<file path="src/hw/rtl/cpts_pkg.sv">
// cpts_pkg: shared constants, request/result types, controller states and
// the command/status structs between controller and datapath.
// no dependencies
`timescale 1ns / 1ps

package cpts_pkg;

    localparam int TASK_SLOTS   = 16;
    localparam int COUNTER_BITS = 8;
    localparam int SLOT_W       = (TASK_SLOTS > 2) ? $clog2(TASK_SLOTS) : 1;
    localparam int PRIO_W       = 8;
    localparam int SUM_W        = ((COUNTER_BITS > PRIO_W) ? COUNTER_BITS : PRIO_W) + 1;

    localparam logic [1:0] MODE_TICK  = 2'd0;
    localparam logic [1:0] MODE_LOAD  = 2'd1;
    localparam logic [1:0] MODE_CLEAR = 2'd2;

    typedef struct packed {
        logic [1:0] mode;
        logic [3:0] slot;
        logic [7:0] task_priority;
        logic [7:0] counter_start;
    } request_t;

    typedef struct packed {
        logic [3:0] running_slot;
        logic       switched;
        logic [7:0] running_counter;
        logic       refilled;
    } result_t;

    typedef enum logic [2:0] {
        S_IDLE,
        S_EXEC,
        S_SCAN,
        S_CHECK,
        S_REFILL,
        S_RESULT
    } state_t;

    typedef struct packed {
        logic capture;
        logic exec;
        logic scan_init;
        logic scan_step;
        logic refill_init;
        logic refill_step;
        logic commit;
    } cmd_t;

    typedef struct packed {
        logic need_sched;
        logic scan_last;
        logic refill_last;
        logic best_none;
        logic any_valid;
        logic refill_done;
    } status_t;

endpackage

</file>
<file path="src/hw/rtl/counter_priority_task_scheduler_top.sv">
// counter_priority_task_scheduler_top: counter/priority task-slot scheduler
// top level, joins cpts_ctrl and cpts_dp. depends on cpts_pkg
//
//   channel   handshake        payload               accepted when
//   request   start / busy     request (request_t)   start high, busy low
//   result    done             result (result_t)     done high, one cycle
//
// load, clear and unused modes go from accept through S_EXEC to S_RESULT and done.
// a tick that schedules adds a scan of slots TASK_SLOTS-1 down to 1 and one check;
// with a refill, a refill pass over slots 1 to TASK_SLOTS-1, a second scan and a
// second check follow; the scan takes one slot per cycle.
// busy is high from accept until the done cycle ends; done cannot be stalled.
// reset clears the valid bits and the running slot at once, no clearing pass.
`timescale 1ns / 1ps

module counter_priority_task_scheduler_top (
    input  logic               clk,
    input  logic               rst_n,
    input  logic               start,
    output logic               busy,
    input  cpts_pkg::request_t request,
    output logic               done,
    output cpts_pkg::result_t  result
);

    cpts_pkg::cmd_t    cmd;
    cpts_pkg::status_t status;

    cpts_ctrl u_ctrl (
        .clk    (clk),
        .rst_n  (rst_n),
        .start  (start),
        .status (status),
        .cmd    (cmd),
        .busy   (busy),
        .done   (done)
    );

    cpts_dp u_dp (
        .clk     (clk),
        .rst_n   (rst_n),
        .request (request),
        .cmd     (cmd),
        .status  (status),
        .result  (result)
    );

endmodule

</file>
<file path="src/hw/rtl/cpts_ctrl.sv">
// cpts_ctrl: scheduler controller state machine, sequences execute, scan, check,
// refill and result steps. depends on cpts_pkg
`timescale 1ns / 1ps

module cpts_ctrl (
    input  logic              clk,
    input  logic              rst_n,
    input  logic              start,
    input  cpts_pkg::status_t status,
    output cpts_pkg::cmd_t    cmd,
    output logic              busy,
    output logic              done
);

    cpts_pkg::state_t state_reg;
    cpts_pkg::state_t state_next;

    always_ff @(posedge clk or negedge rst_n)
    begin
        if (!rst_n)
        begin
            state_reg <= cpts_pkg::S_IDLE;
        end
        else
        begin
            state_reg <= state_next;
        end
    end

    always_comb
    begin
        state_next = state_reg;
        cmd        = '0;
        busy       = 1'b1;
        done       = 1'b0;
        unique case (state_reg)
            cpts_pkg::S_IDLE:
            begin
                busy = 1'b0;
                if (start)
                begin
                    cmd.capture = 1'b1;
                    state_next  = cpts_pkg::S_EXEC;
                end
            end
            cpts_pkg::S_EXEC:
            begin
                cmd.exec = 1'b1;
                if (status.need_sched)
                begin
                    cmd.scan_init = 1'b1;
                    state_next    = cpts_pkg::S_SCAN;
                end
                else
                begin
                    state_next = cpts_pkg::S_RESULT;
                end
            end
            cpts_pkg::S_SCAN:
            begin
                cmd.scan_step = 1'b1;
                if (status.scan_last)
                begin
                    state_next = cpts_pkg::S_CHECK;
                end
            end
            cpts_pkg::S_CHECK:
            begin
                if (status.best_none && status.any_valid && !status.refill_done)
                begin
                    cmd.refill_init = 1'b1;
                    state_next      = cpts_pkg::S_REFILL;
                end
                else
                begin
                    cmd.commit = 1'b1;
                    state_next = cpts_pkg::S_RESULT;
                end
            end
            cpts_pkg::S_REFILL:
            begin
                cmd.refill_step = 1'b1;
                if (status.refill_last)
                begin
                    cmd.scan_init = 1'b1;
                    state_next    = cpts_pkg::S_SCAN;
                end
            end
            cpts_pkg::S_RESULT:
            begin
                done       = 1'b1;
                state_next = cpts_pkg::S_IDLE;
            end
            default:
            begin
                state_next = cpts_pkg::S_IDLE;
            end
        endcase
    end

endmodule

</file>
<file path="src/hw/rtl/cpts_dp.sv">
// cpts_dp: scheduler datapath, slot tables, running slot, scan index and
// best-candidate registers. depends on cpts_pkg
`timescale 1ns / 1ps

module cpts_dp (
    input  logic               clk,
    input  logic               rst_n,
    input  cpts_pkg::request_t request,
    input  cpts_pkg::cmd_t     cmd,
    output cpts_pkg::status_t  status,
    output cpts_pkg::result_t  result
);

    localparam int SW = cpts_pkg::SLOT_W;
    localparam int CW = cpts_pkg::COUNTER_BITS;
    localparam int PW = cpts_pkg::PRIO_W;
    localparam int NW = cpts_pkg::SUM_W;
    localparam logic [CW-1:0] CNT_MAX = '1;
    localparam logic [SW-1:0] IDX_LAST = SW'(cpts_pkg::TASK_SLOTS - 1);
    localparam logic [SW-1:0] IDX_FIRST = SW'(1);

    logic                valid_reg [cpts_pkg::TASK_SLOTS];
    logic [CW-1:0]       cnt_reg   [cpts_pkg::TASK_SLOTS];
    logic [PW-1:0]       prio_reg  [cpts_pkg::TASK_SLOTS];

    cpts_pkg::request_t  req_reg;
    logic [SW-1:0]       cur_reg;
    logic [SW-1:0]       old_slot_reg;
    logic [SW-1:0]       idx_reg;
    logic [SW-1:0]       best_reg;
    logic [CW-1:0]       best_cnt_reg;
    logic                any_valid_reg;
    logic                refilled_reg;

    logic [SW-1:0]       rd_addr;
    logic                rd_valid;
    logic [CW-1:0]       rd_cnt;
    logic [PW-1:0]       rd_prio;

    logic                req_slot_ok;
    logic [SW-1:0]       req_idx;
    logic [CW-1:0]       load_cnt;
    logic [CW-1:0]       dec_cnt;
    logic [NW-1:0]       refill_sum;
    logic [CW-1:0]       refill_cnt;
    logic                is_tick;

    logic                wr_en;
    logic [SW-1:0]       wr_addr;
    logic                wr_valid;
    logic [CW-1:0]       wr_cnt;
    logic [PW-1:0]       wr_prio;

    // read port
    assign rd_addr  = (cmd.scan_step || cmd.refill_step) ? idx_reg : cur_reg;
    assign rd_valid = valid_reg[rd_addr];
    assign rd_cnt   = cnt_reg[rd_addr];
    assign rd_prio  = prio_reg[rd_addr];

    assign req_slot_ok = (req_reg.slot != 4'd0)
                      && (32'(req_reg.slot) < 32'(cpts_pkg::TASK_SLOTS));
    assign req_idx     = SW'(req_reg.slot);
    assign load_cnt    = (64'(req_reg.counter_start) > 64'(CNT_MAX))
                       ? CNT_MAX : CW'(req_reg.counter_start);
    assign dec_cnt     = (rd_cnt == '0) ? '0 : rd_cnt - CW'(1);
    assign refill_sum  = NW'(rd_cnt >> 1) + NW'(rd_prio);
    assign refill_cnt  = (refill_sum > NW'(CNT_MAX)) ? CNT_MAX : CW'(refill_sum);
    assign is_tick     = (req_reg.mode == cpts_pkg::MODE_TICK);

    // write port
    always_comb
    begin
        wr_en    = 1'b0;
        wr_addr  = cur_reg;
        wr_valid = rd_valid;
        wr_cnt   = rd_cnt;
        wr_prio  = rd_prio;
        if (cmd.exec)
        begin
            unique case (req_reg.mode)
                cpts_pkg::MODE_LOAD:
                begin
                    wr_en    = req_slot_ok;
                    wr_addr  = req_idx;
                    wr_valid = 1'b1;
                    wr_cnt   = load_cnt;
                    wr_prio  = req_reg.task_priority;
                end
                cpts_pkg::MODE_CLEAR:
                begin
                    wr_en    = req_slot_ok;
                    wr_addr  = req_idx;
                    wr_valid = 1'b0;
                    wr_cnt   = '0;
                    wr_prio  = '0;
                end
                cpts_pkg::MODE_TICK:
                begin
                    wr_en   = (cur_reg != '0) && rd_valid;
                    wr_addr = cur_reg;
                    wr_cnt  = dec_cnt;
                end
                default:
                begin
                    wr_en = 1'b0;
                end
            endcase
        end
        else if (cmd.refill_step)
        begin
            wr_en   = rd_valid;
            wr_addr = idx_reg;
            wr_cnt  = refill_cnt;
        end
    end

    always_ff @(posedge clk or negedge rst_n)
    begin
        if (!rst_n)
        begin
            for (int i = 0; i < cpts_pkg::TASK_SLOTS; i++)
            begin
                valid_reg[i] <= 1'b0;
            end
        end
        else if (wr_en)
        begin
            valid_reg[wr_addr] <= wr_valid;
        end
    end

    always_ff @(posedge clk)
    begin
        if (wr_en)
        begin
            cnt_reg[wr_addr]  <= wr_cnt;
            prio_reg[wr_addr] <= wr_prio;
        end
    end

    // running slot
    always_ff @(posedge clk or negedge rst_n)
    begin
        if (!rst_n)
        begin
            cur_reg <= '0;
        end
        else if (cmd.commit)
        begin
            cur_reg <= best_reg;
        end
    end

    // request capture, scan and refill bookkeeping
    always_ff @(posedge clk)
    begin
        if (cmd.capture)
        begin
            req_reg      <= request;
            old_slot_reg <= cur_reg;
            refilled_reg <= 1'b0;
        end
        if (cmd.refill_init)
        begin
            refilled_reg <= 1'b1;
        end

        if (cmd.scan_init)
        begin
            idx_reg       <= IDX_LAST;
            best_reg      <= '0;
            best_cnt_reg  <= '0;
            any_valid_reg <= 1'b0;
        end
        else if (cmd.scan_step)
        begin
            idx_reg <= idx_reg - SW'(1);
            if (rd_valid)
            begin
                any_valid_reg <= 1'b1;
            end
            if (rd_valid && (rd_cnt > best_cnt_reg))
            begin
                best_reg     <= idx_reg;
                best_cnt_reg <= rd_cnt;
            end
        end
        else if (cmd.refill_init)
        begin
            idx_reg <= IDX_FIRST;
        end
        else if (cmd.refill_step)
        begin
            idx_reg <= idx_reg + SW'(1);
        end
    end

    assign status.need_sched  = is_tick
                             && ((cur_reg == '0) || !rd_valid || (dec_cnt == '0));
    assign status.scan_last   = (idx_reg == IDX_FIRST);
    assign status.refill_last = (idx_reg == IDX_LAST);
    assign status.best_none   = (best_reg == '0);
    assign status.any_valid   = any_valid_reg;
    assign status.refill_done = refilled_reg;

    assign result.running_slot    = 4'(cur_reg);
    assign result.switched        = (cur_reg != old_slot_reg);
    assign result.running_counter = ((cur_reg != '0) && rd_valid) ? 8'(rd_cnt) : 8'd0;
    assign result.refilled        = refilled_reg;

endmodule
</file>
<file path="config.mk">
export PLATFORM = sky130hd
export DESIGN_NAME = counter_priority_task_scheduler_top
export DESIGN_NICKNAME = d
export VERILOG_FILES = /design/src/hw/rtl/cpts_pkg.sv /design/src/hw/rtl/counter_priority_task_scheduler_top.sv /design/src/hw/rtl/cpts_ctrl.sv /design/src/hw/rtl/cpts_dp.sv
export SDC_FILE = /design/constraint.sdc
export NUM_CORES = 1
export LEC_CHECK = 0
export ABC_AREA = 0
export BUFFER_PORTS_ARGS = -buffer_cell sky130_fd_sc_hd__buf_4
export CORE_ASPECT_RATIO = 1.25
export CORE_MARGIN = 2
export CORE_UTILIZATION = 30
export DETAILED_ROUTE_END_ITERATION = 16
export HOLD_SLACK_MARGIN = 0.1
export PLACE_DENSITY = 0.42
export SLEW_MARGIN = 0
export SYNTH_ARGS = -nofsm -noshare
export SYNTH_HDL_FRONTEND = slang
export SYNTH_SLANG_ARGS = --single-unit
</file>
<file path="constraint.sdc">
create_clock -name clk -period 8.1 [get_ports clk]
set_input_delay 1.215 -clock clk [delete_from_list [all_inputs] [get_ports clk]]
set_output_delay 1.215 -clock clk [all_outputs]
set_load 0.03 [all_outputs]
</file>
==> out/results.tsv, run 1 <==
stage	metric	value	unit
global_route	wire length of the first global-routing pass	74820	um
critical_path	kind of critical path	flop to output port	
outcome	status	finished clean	
clock_network	post-CTS sizing	0	
critical_path	worst endpoint required time	6.88	ns
critical_path	Startpoint Class	flop	
sta	Final Hold Viols	0	
yosys	post-synth net total	1268	
sta	count of final max-slew check failures	0	
drt	wire per inst	25.99	um
global_route	overall overflow remaining after global route	0	
drt	final routed wirelength across all metal layers	50860	um
floorplan	core outline area	0.05053	mm2
hold_path	critical hold path startpoint	u_dp.best_reg[1]	
clock_network	CTS H-tree depth	2	
yosys	number of distinct library cell variants in the gate-level netlist after synthesis	83	
sta	Worst slew margin	21.72	%
global_route	overall routing resource usage	19.44	%
drt	met3 WL post-DR	2396	um
drt	routed length on met2	25190	um
clock_network	number of buffers created by CTS	37	
yosys	share of flip-flops with an asynchronous set or reset after synthesis	7.121	%
yosys	Post-synth EDFFs	282	
floorplan	initial standard-cell utilization of the core	30.41	%
yosys	Syn Std Cell Area	0.01537	mm2
sta	setup repair after global routing missed its margin	false	
final_layout	ANT cells	0	
drt	via density per instance	5.421	
yosys	area fraction in compound gates after synthesis	10.67	%
drt	topmost layer with routed signal wires	met4	
floorplan	Die Span X	206.5	um
yosys	fraction of the mapped netlist area in adder cells	1.921	%
floorplan	die area	0.05307	mm2
critical_path	CP Data Arrival Time	5.88	ns
yosys	warning count from the yosys run	0	
yosys	synthesized area per cell	12.60	um2
clock_network	buffer type at the clock tree root	sky130_fd_sc_hd__clkbuf_16	
yosys	Synth Area in XOR/XNOR	0.6187	%
global_route	vias in the first global route	10745	
clock_network	clock tree from TritonCTS	built	
placement	Placer Congestion	0.9085	
yosys	Simple-Gate Fraction of Synth Area	13.24	%
yosys	synthesized instance count	1220	
clock_network	clock transition at the register clock pins on the worst setup and hold paths after CTS	0.06	ns
placement	sum of net half-perimeters after detailed placement	32380	um
placement	Port Buffer Count	40	
yosys	largest family of logic cells by synthesized area	simple AND/OR/NAND/NOR gates	
flow_run	number of max-cap violations	0	
sta	maximum clock frequency	140.9	MHz
sta	post-route minimum period	7.098	ns
floorplan	io pins	41	
critical_path	beginning of the critical path	u_ctrl.state_reg[0]	
critical_path	reg-to-reg startpoint	u_ctrl.state_reg[0]	
hold_path	classification of the worst-slack hold path	flop to flop	
drt	number of nets with antenna violations after routing	0	
sta	Layout Skew	0.01786	ns
yosys	Seq cells post-synth	323	
global_route	largest net degree at the start of global routing	42	
global_route	antenna violations before repair	0	
floorplan	height of the die	257.1	um
final_layout	highest-count cells in the layout ignoring fill and taps	sky130_fd_sc_hd__edfxtp_1 (282), sky130_fd_sc_hd__nand2_1 (175), sky130_fd_sc_hd__buf_4 (88)	
yosys	share of cell area taken by muxes after synthesis	9.313	%
clock_network	worst skew pair latency	0.56	ns
final_layout	Synth-to-Final Area Change	16.13	%
sta	Final period util	87.63	%
drt	post-detailed-route DRC marker count	0	
final_layout	proportion of layout cells with a drive suffix above 1	18.94	%
drt	initial drt markers	883	
sta	total negative setup slack	0	ns
clock_network	post-CTS setup buffers	0	
final_layout	Net count, final	1318	
clock_network	number of sinks on the clock net	323	
sta	slew of the pin with the lowest slew margin	1.171	ns
sta	Final Setup Violations	0	
final_layout	most frequent standard cell in the layout excluding fill and tap cells	sky130_fd_sc_hd__edfxtp_1	
yosys	dominant register cell in the synthesized netlist	sky130_fd_sc_hd__edfxtp_1	
clock_network	number of hold buffers added after cts	0	
drt	first-pass iteration count of the detailed router	5	
yosys	post-synthesis sequential area ratio	61.19	%
clock_network	number of buffers between clock root and the deepest sink	3	
critical_path	critical path capture point type	output port	
drt	vias	10608	
critical_path	CP Max Fanout	39	
floorplan	standard-cell rows	92	
drt	met1 wire length	22080	um
## metrics by stage
step	hold WS, ns	instance area, um2	utilization, %	worst slack, ns	std cells
after global placement	0.4624	16630	32.91	1.511	1889
final	0.4653	17850	35.32	1.002	1957
after global routing	0.5095	17850	35.32	0.5810	1957
after CTS	0.4689	17850	35.32	1.014	1957
after detailed placement	0.4587	16630	32.91	1.362	1889
after floorplan	0.4252	15370	-	2.659	1220
## critical path, cell delays in order (launching register included)
cell	delay (ns)
sky130_fd_sc_hd__dfrtp_1	0.77
sky130_fd_sc_hd__clkinv_1	0.70
sky130_fd_sc_hd__nand3_2	0.56
sky130_fd_sc_hd__nand2_2	0.62
sky130_fd_sc_hd__buf_4	0.46
sky130_fd_sc_hd__mux4_2	0.45
sky130_fd_sc_hd__mux2i_1	0.47
sky130_fd_sc_hd__nor3_1	0.19
sky130_fd_sc_hd__nor2_1	0.62
sky130_fd_sc_hd__nor2_1	0.20
sky130_fd_sc_hd__buf_4	0.23
## routing by layer
metal | GRT usage, % | up-vias
met5 | 0 | -
met4 | 5.437 | 0
met3 | 3.343 | 72
met2 | 32.77 | 280
met1 | 25.55 | 5463
li1 | - | 4793
## worst paths after layout
path                                             to  slack, ns  depth (start not counted)
worst min register to register      u_dp.cur_reg[1]       0.47                          2
max in group asynchronous           u_dp.cur_reg[0]       7.21                          1
worst max-delay path                      result[7]       1.00                         10
min in group asynchronous         u_dp.valid_reg[6]       0.56                          1
worst max register to register  u_dp.cnt_reg[12][6]       1.28                         19
worst min-delay path                u_dp.cur_reg[1]       0.47                          2
## synthesized netlist by cell type (all sizes together) (5+ instances only)
cell	instances	share of area [%]
nor2	48	1.2
a221oi	8	0.46
clkbuf	44	1.1
a311oi	16	0.91
ha	22	1.8
mux4	20	2.9
nand3	70	2.4
and2	7	0.28
a21boi	9	0.44
buf	33	1.2
o22ai	16	0.65
nor3	37	1.5
xnor2	7	0.45
edfxtp	282	55
nand4	6	0.24
mux2	32	2.3
a32oi	6	0.34
nor2b	9	0.37
a21o	11	0.54
o21ai	31	1.1
nand2	177	4.3
nor4	6	0.24
or3	6	0.24
dfxtp	18	2.3
a31oi	12	0.49
a21oi	26	0.85
mux2i	62	4.0
a211oi	12	0.70
a2111oi	10	0.69
inv	29	0.71
a22oi	5	0.24
a311o	6	0.39
a211o	8	0.46
dfrtp	23	3.7
and3	36	1.5
o211ai	6	0.29
nand2b	7	0.28
## logic make-up (layout without fill, tap and decap cells)
| logic type | after synthesis | count (layout) |
|---|---|---|
| buffers and inverters | 108 | 187 |
| xor gates and xnor gates | 10 | 10 |
| muxes | 114 | 114 |
| AOI/OAI and AO/OA | 219 | 219 |
| DFF | 323 | 323 |
| adders and majority gates | 23 | 23 |
| and+or+nand+nor | 423 | 423 |
## layout make-up
class	instances	area (um2)
multi-input cells	789	5624
flip-flops and latches	323	9408
well taps	658	823.3
clock buffers	51	1060
repair buffers	88	660.6
fillers	4914	32690
clock inverters	17	156.4
inverters	31	116.4
Power of run 1 is left out: the tool's default activity adds up to more than one toggle a clock period on the data nets, which glitch-free logic cannot reach.
==> run 2, diff against run 1 <==
Settings changed: GPL_ROUTABILITY_DRIVEN set to 0, PLACE_DENSITY 0.42 to 0.44, SYNTH_HIERARCHICAL set to 1.
Clock period 8.1 ns to 6.1 ns, I/O delays scaled along.
==> run 2 against run 1 <==
First-iteration DRC count fell by 8.6%. Utilization rose by 0.14 points. Global-route usage fell by 1.1 points. Die area fell by 3.2%. Clock skew rose by 0.0043 ns. Register-to-register slack got worse by 0.57 ns. Cell area fell by 2.3%. Hold slack got worse by 0.19 ns. Non-clock buffer count rose by 38. Synthesized cell count fell by 5.7%. Sequential share of layout area rose by 1.2 points. Critical endpoint is now u_dp/cnt_reg[6][7]. Highest routed layer unchanged.
==> out/results.tsv, run 2 <==
stage	metric	value	unit
yosys	post-synth net total	1197	
drt	first-pass iteration count of the detailed router	5	
clock_network	worst skew pair latency	0.54	ns
final_layout	final-layout fill cell count	4866	
placement	Port Buffer Count	40	
yosys	fraction of the mapped netlist area in adder cells	1.834	%
critical_path	crit-path max cell delay	0.88	ns
yosys	synthesized instance count	1151	
critical_path	Startpoint Class	flop	
clock_network	number of buffers created by CTS	37	
clock_network	buffer type at the clock tree root	sky130_fd_sc_hd__clkbuf_16	
sta	slew of the pin with the lowest slew margin	1.026	ns
drt	vias	9955	
yosys	number of distinct library cell variants in the gate-level netlist after synthesis	98	
sta	Layout Skew	0.02218	ns
critical_path	crit-path cells	nor3b_2 > buf_4 > or3b_1 > nand2_8 > buf_4 > a2111oi_0 > or4_1 > and3_4 > o21ai_2 > o2111a_2 > o21ai_2 > a2111o_1 > a311oi_2	
floorplan	die area	0.05137	mm2
yosys	Seq cells post-synth	323	
drt	initial drt markers	807	
sta	Final Setup Violations	0	
yosys	largest family of logic cells by synthesized area	simple AND/OR/NAND/NOR gates	
sta	total negative setup slack	0	ns
global_route	vias in the first global route	10056	
yosys	Post-synth EDFFs	282	
clock_network	number of hold buffers added after cts	0	
final_layout	proportion of layout cells with a drive suffix above 1	19.89	%
drt	final routed wirelength across all metal layers	47190	um
critical_path	kind of critical path	flop to flop	
yosys	Syn Std Cell Area	0.01487	mm2
drt	wire per inst	24.60	um
floorplan	Die Span X	203.1	um
sta	count of final max-slew check failures	0	
clock_network	clock tree from TritonCTS	built	
sta	Final Hold Viols	0	
global_route	overall overflow remaining after global route	0	
clock_network	number of sinks on the clock net	323	
final_layout	Synth-to-Final Area Change	17.30	%
drt	via density per instance	5.190	
global_route	largest net degree at the start of global routing	48	
yosys	dominant register cell in the synthesized netlist	sky130_fd_sc_hd__edfxtp_1	
drt	post-detailed-route DRC marker count	0	
critical_path	cell with the biggest individual delay on the critical path	sky130_fd_sc_hd__a311oi_2	
sta	Final period util	88.44	%
yosys	synthesized area per cell	12.92	um2
floorplan	core outline area	0.04919	mm2
sta	setup repair after global routing missed its margin	false	
global_route	wire length of the first global-routing pass	68320	um
outcome	status	finished clean	
floorplan	initial standard-cell utilization of the core	30.23	%
global_route	overall routing resource usage	18.34	%
sta	worst-case hold slack	0.2779	ns
floorplan	io pins	41	
sta	maximum clock frequency	185.4	MHz
hold_path	classification of the worst-slack hold path	input port to asynchronous set/reset pin	
yosys	share of flip-flops with an asynchronous set or reset after synthesis	7.121	%
yosys	Area contributors post-synth	sky130_fd_sc_hd__edfxtp_1 (57%), sky130_fd_sc_hd__mux2i_1 (4.0%), sky130_fd_sc_hd__dfrtp_1 (3.9%)	
yosys	share of cell area taken by muxes after synthesis	6.622	%
floorplan	standard-cell rows	91	
yosys	post-synthesis sequential area ratio	63.24	%
flow_run	number of max-cap violations	0	
global_route	antenna violations before repair	0	
critical_path	CP Data Arrival Time	5.59	ns
critical_path	worst endpoint required time	6.29	ns
final_layout	ANT cells	0	
final_layout	most frequent standard cell in the layout excluding fill and tap cells	sky130_fd_sc_hd__edfxtp_1	
sta	post-route minimum period	5.395	ns
critical_path	CP Max Fanout	47	
clock_network	clock transition at the register clock pins on the worst setup and hold paths after CTS	0.06	ns
critical_path	critical path capture point type	flop	
floorplan	height of the die	252.9	um
yosys	Simple-Gate Fraction of Synth Area	13.40	%
sta	Worst slew margin	31.63	%
yosys	Synth Area in XOR/XNOR	0.5890	%
yosys	warning count from the yosys run	6	
final_layout	Net count, final	1288	
yosys	area fraction in compound gates after synthesis	10.63	%
clock_network	number of buffers between clock root and the deepest sink	3	
drt	number of nets with antenna violations after routing	0	
yosys	top post-synthesis cells by count	sky130_fd_sc_hd__edfxtp_1 (282), sky130_fd_sc_hd__nand2_1 (145), sky130_fd_sc_hd__nand3_1 (64), sky130_fd_sc_hd__mux2i_1 (59), sky130_fd_sc_hd__nor2_1 (52)	
final_layout	highest-count cells in the layout ignoring fill and taps	sky130_fd_sc_hd__edfxtp_1 (282), sky130_fd_sc_hd__nand2_1 (145), sky130_fd_sc_hd__buf_4 (118)	
yosys	cell with the most instances after synthesis	sky130_fd_sc_hd__edfxtp_1	
placement	sum of net half-perimeters after detailed placement	31060	um
yosys	fraction of synthesized cell area taken by the top area cell type	56.95	%
yosys	leading area contributor after synthesis	sky130_fd_sc_hd__edfxtp_1	
clock_network	CTS H-tree depth	2	
-- run 2: cell types whose count changed in the layout (fill, tap and decap cells not counted), moves of 7 or more --
cell                       previous run  this run
sky130_fd_sc_hd__nor3_1              17         9
sky130_fd_sc_hd__mux2_2              32        25
sky130_fd_sc_hd__buf_4               88       118
sky130_fd_sc_hd__buf_12               0         8
sky130_fd_sc_hd__o21ai_0             26        18
sky130_fd_sc_hd__nor3_2              19         0
sky130_fd_sc_hd__mux4_2              20         5
sky130_fd_sc_hd__a311oi_1            16         6
sky130_fd_sc_hd__nor2_1              43        52
sky130_fd_sc_hd__nand2_1            175       145
-- run 2: kinds of logic (layout without fill, tap and decap cells) --
group / Yosys count / count (layout)
buf+inv: 106 / 222
fa+ha+maj: 22 / 22
compound gates: 209 / 209
simple gates: 392 / 392
mux: 89 / 89
xor+xnor: 10 / 10
flops: 323 / 323
-- run 2: routing by layer --
metal	up-vias	GRT usage, %	share of wire [%]
met1	5023	22.17	41
met5	-	0	0
met4	0	7.570	4.0
met3	87	2.638	4.5
li1	4568	-	-
met2	277	32.66	51
-- run 2: worst max-delay path, delay by kind of cell (launching register included) --
family / cells / cell delay [ns]
AOI/OAI and AO/OA: 6 / 1.91
and+or+nand+nor: 5 / 2.04
buffers and inverters: 2 / 0.56
DFF: 1 / 0.50
-- run 2: area by class of cell --
| type | instances | area [um2] | share of cell area, % |
|---|---|---|---|
| multi-input cells | 722 | 4952 | 28.39 |
| inverters | 32 | 125.1 | 0.7174 |
| clock buffers | 51 | 998.5 | 5.725 |
| repair buffers | 126 | 1046 | 5.997 |
| well taps | 651 | 814.5 | 4.670 |
| flip-flops and latches | 323 | 9404 | 53.92 |
| clock inverters | 13 | 101.3 | 0.5811 |
-- run 2: timing repair --
item	CTS	global route
endpoints found under the hold margin	0	0
endpoints found under the setup margin	0	32
buffers inserted	0	0
gates resized for setup	0	2
-- run 2: per-stage QoR --
stage          worst slack (ns)  utilization, %  std cells  instance area [um2]
2_1_floorplan             1.050               -       1151                14870
3_3_place_gp             0.7199           33.20       1854                16330
3_5_place_dp             0.5153           33.20       1854                16330
4_1_cts                  0.4940           35.43       1918                17430
5_1_grt                  0.3544           35.46       1918                17440
6_report                 0.7052           35.46       1918                17440
-- run 2: final timing paths --
kind,slack [ns],start,endpoint,cells after the start
setup / recovery,0.71,u_ctrl/state_reg[1],u_dp/cnt_reg[6][7],13
hold / removal,0.28,rst_n,u_dp/cur_reg[3],1
max in group asynchronous,5.57,rst_n,u_dp/valid_reg[12],1
hold reg to reg,0.47,u_dp/best_cnt_reg[6],u_dp/best_cnt_reg[6],2
min in group clk,0.47,u_dp/best_cnt_reg[6],u_dp/best_cnt_reg[6],2
setup reg to reg,0.71,u_ctrl/state_reg[1],u_dp/cnt_reg[6][7],13
Power of run 2 is left out for the same reason.
==> run 3, diff against run 2 <==
Settings changed: ABC_AREA 0 to 1, CORE_MARGIN 2 to 4.
==> run 3 against run 2 <==
Non-clock buffer count shrank 42. Worst setup slack gained 0.034 ns. Via count grew 9.1%. Global-route usage shrank 1.6 points. Hold slack lost 0.0066 ns. Maximum frequency grew 0.64%. Die area grew 6.0%. Sequential share of layout area grew 0.24 points. Critical path depth grew 8. Cell count grew 14%. Synthesized cell count grew 26%. Largest cell class unchanged.
==> out/results.tsv, run 3 <==
stage	metric	value	unit
yosys	fraction of synthesized cell area taken by the top area cell type	55.63	%
clock_network	number of buffers created by CTS	38	
drt	vias	10857	
sta	Final Hold Viols	0	
clock_network	number of sinks on the clock net	323	
sta	maximum clock frequency	186.6	MHz
global_route	wire length of the first global-routing pass	69480	um
placement	sum of net half-perimeters after detailed placement	27160	um
yosys	number of distinct library cell variants in the gate-level netlist after synthesis	47	
hold_path	classification of the worst-slack hold path	input port to asynchronous set/reset pin	
global_route	antenna violations before repair	0	
sta	setup repair after global routing missed its margin	false	
clock_network	clock tree from TritonCTS	built	
critical_path	category of cells accounting for the largest share of critical-path delay	buffers and inverters	
final_layout	Net count, final	1541	
yosys	leading area contributor after synthesis	sky130_fd_sc_hd__edfxtp_1	
yosys	synthesized area per cell	10.46	um2
yosys	Seq cells post-synth	323	
yosys	Post-synth EDFFs	282	
yosys	top post-synthesis cells by count	sky130_fd_sc_hd__edfxtp_1 (282), sky130_fd_sc_hd__nand3_1 (276), sky130_fd_sc_hd__nand2_1 (275), sky130_fd_sc_hd__inv_1 (120), sky130_fd_sc_hd__nor2_1 (70)	
global_route	Most Crowded Layer GR	met2	
outcome	status	finished clean	
placement	Port Buffer Count	40	
sta	post-route minimum period	5.361	ns
yosys	post-synthesis sequential area ratio	61.77	%
global_route	largest net degree at the start of global routing	104	
drt	first-pass iteration count of the detailed router	5	
final_layout	proportion of layout cells with a drive suffix above 1	10.91	%
clock_network	CTS H-tree depth	2	
clock_network	post-CTS setup buffers	0	
critical_path	CP Max Fanout	72	
yosys	warning count from the yosys run	6	
sta	Layout Skew	0.02543	ns
critical_path	critical path capture point type	flop	
sta	Worst slew margin	26.45	%
drt	final routed wirelength across all metal layers	45880	um
critical_path	crit-path max cell delay	0.84	ns
floorplan	height of the die	259.9	um
floorplan	die area	0.05444	mm2
critical_path	kind of critical path	flop to flop	
global_route	vias in the first global route	10823	
floorplan	io pins	41	
drt	post-detailed-route DRC marker count	0	
critical_path	crit-path cells	nor2_2 > nand2_1 > inv_1 > o21ai_4 > buf_4 > buf_4 > nand3_1 > nand3_1 > nand3_1 > nand3_1 > nand2_2 > nand2_1 > and2_1 > ha_1 > inv_1 > nand2_1 > nand3_1 > nand2_1 > a21o_1 > nor2_1 > o21ai_1	
final_layout	highest-count cells in the layout ignoring fill and taps	sky130_fd_sc_hd__edfxtp_1 (282), sky130_fd_sc_hd__nand3_1 (276), sky130_fd_sc_hd__nand2_1 (275)	
drt	number of nets with antenna violations after routing	0	
critical_path	cell mode on critical path	sky130_fd_sc_hd__nand3_1	
clock_network	post-CTS sizing	0	
global_route	overall overflow remaining after global route	0	
yosys	Syn Std Cell Area	0.01522	mm2
critical_path	Startpoint Class	flop	
global_route	met2 usage	28.17	%
sta	total negative setup slack	0	ns
final_layout	final-layout fill cell count	5060	
global_route	overall routing resource usage	16.71	%
yosys	synthesized instance count	1455	
sta	Final Setup Violations	0	
critical_path	cell with the biggest individual delay on the critical path	sky130_fd_sc_hd__o21ai_1	
critical_path	worst endpoint required time	6.27	ns
yosys	Area contributors post-synth	sky130_fd_sc_hd__edfxtp_1 (56%), sky130_fd_sc_hd__nand3_1 (9.1%), sky130_fd_sc_hd__nand2_1 (6.8%)	
floorplan	Die Span X	209.5	um
clock_network	buffer type at the clock tree root	sky130_fd_sc_hd__clkbuf_16	
clock_network	number of hold buffers added after cts	0	
yosys	dominant register cell in the synthesized netlist	sky130_fd_sc_hd__edfxtp_1	
critical_path	CP Data Arrival Time	5.53	ns
flow_run	number of max-cap violations	0	
drt	initial drt markers	818	
global_route	GR Layer Usage met1	22.18	%
final_layout	Core Util, Final	34.52	%
sta	slew of the pin with the lowest slew margin	1.096	ns
drt	via density per instance	4.980	
sta	Final period util	87.88	%
critical_path	Buf/Inv on CP	4	
final_layout	ANT cells	0	
final_layout	most frequent standard cell in the layout excluding fill and tap cells	sky130_fd_sc_hd__edfxtp_1	
yosys	cell with the most instances after synthesis	sky130_fd_sc_hd__edfxtp_1	
sta	count of final max-slew check failures	0	
floorplan	initial standard-cell utilization of the core	30.26	%
global_route	met3 Resource Use GR	2.184	%
floorplan	standard-cell rows	92	
drt	wire per inst	21.05	um
yosys	post-synth net total	1501	
floorplan	core outline area	0.05030	mm2
final_layout	Synth-to-Final Area Change	14.05	%
clock_network	worst skew pair latency	0.55	ns
clock_network	number of buffers between clock root and the deepest sink	3	
clock_network	clock transition at the register clock pins on the worst setup and hold paths after CTS	0.06	ns
yosys	share of flip-flops with an asynchronous set or reset after synthesis	7.121	%
==> run 3: layer usage <==
layer,part of all wire (%),routed length (um)
met2,49,22670
met5,0,0
met3,4.2,1924
met1,43,19750
met4,3.4,1539
==> run 3: area by class of cell <==
cell class | instances | area (um2) | share of cell area, %
flip-flops and latches | 323 | 9404 | 54.16
multi-input cells | 920 | 4828 | 27.81
clock buffers | 49 | 1013 | 5.837
well taps | 658 | 823.3 | 4.742
repair buffers | 84 | 680.7 | 3.920
inverters | 128 | 480.5 | 2.767
clock inverters | 18 | 132.6 | 0.7639
==> run 3: logic make-up after synthesis <==
family | count (synthesis) | share of synthesized area, %
multiplexers | 16 | 1.052
XOR/XNOR | 8 | 0.4603
adder cells (fa/ha/maj) | 21 | 1.726
AO/OA/AOI/OAI | 195 | 7.898
buffers and inverters | 212 | 6.731
AND/OR/NAND/NOR | 680 | 20.36
flip-flops | 323 | 61.77
==> run 3: metrics by stage <==
step	area (um2)	worst slack [ns]	instances	hold slack, ns
floorplan	15220	2.032	1455	0.4304
global placement	16220	0.8002	2113	0.4536
detailed placement	16220	0.7087	2113	0.4493
CTS	17360	0.6974	2180	0.2608
global route	17360	0.1648	2180	0.2788
finish	17360	0.7395	2180	0.2713
==> run 3: worst paths after layout <==
check / start / end / slack [ns] / cells after the start
setup / recovery: u_ctrl/state_reg[0] / u_dp/cnt_reg[2][2] / 0.74 / 21
hold / removal: rst_n / u_dp/valid_reg[11] / 0.27 / 1
setup reg to reg: u_ctrl/state_reg[0] / u_dp/cnt_reg[2][2] / 0.74 / 21
hold reg to reg: u_dp/any_valid_reg / u_dp/any_valid_reg / 0.46 / 2
max in group asynchronous: rst_n / u_dp/cur_reg[1] / 5.57 / 1
min in group clk: u_dp/any_valid_reg / u_dp/any_valid_reg / 0.46 / 2
Power of run 3 is left out for the same reason.
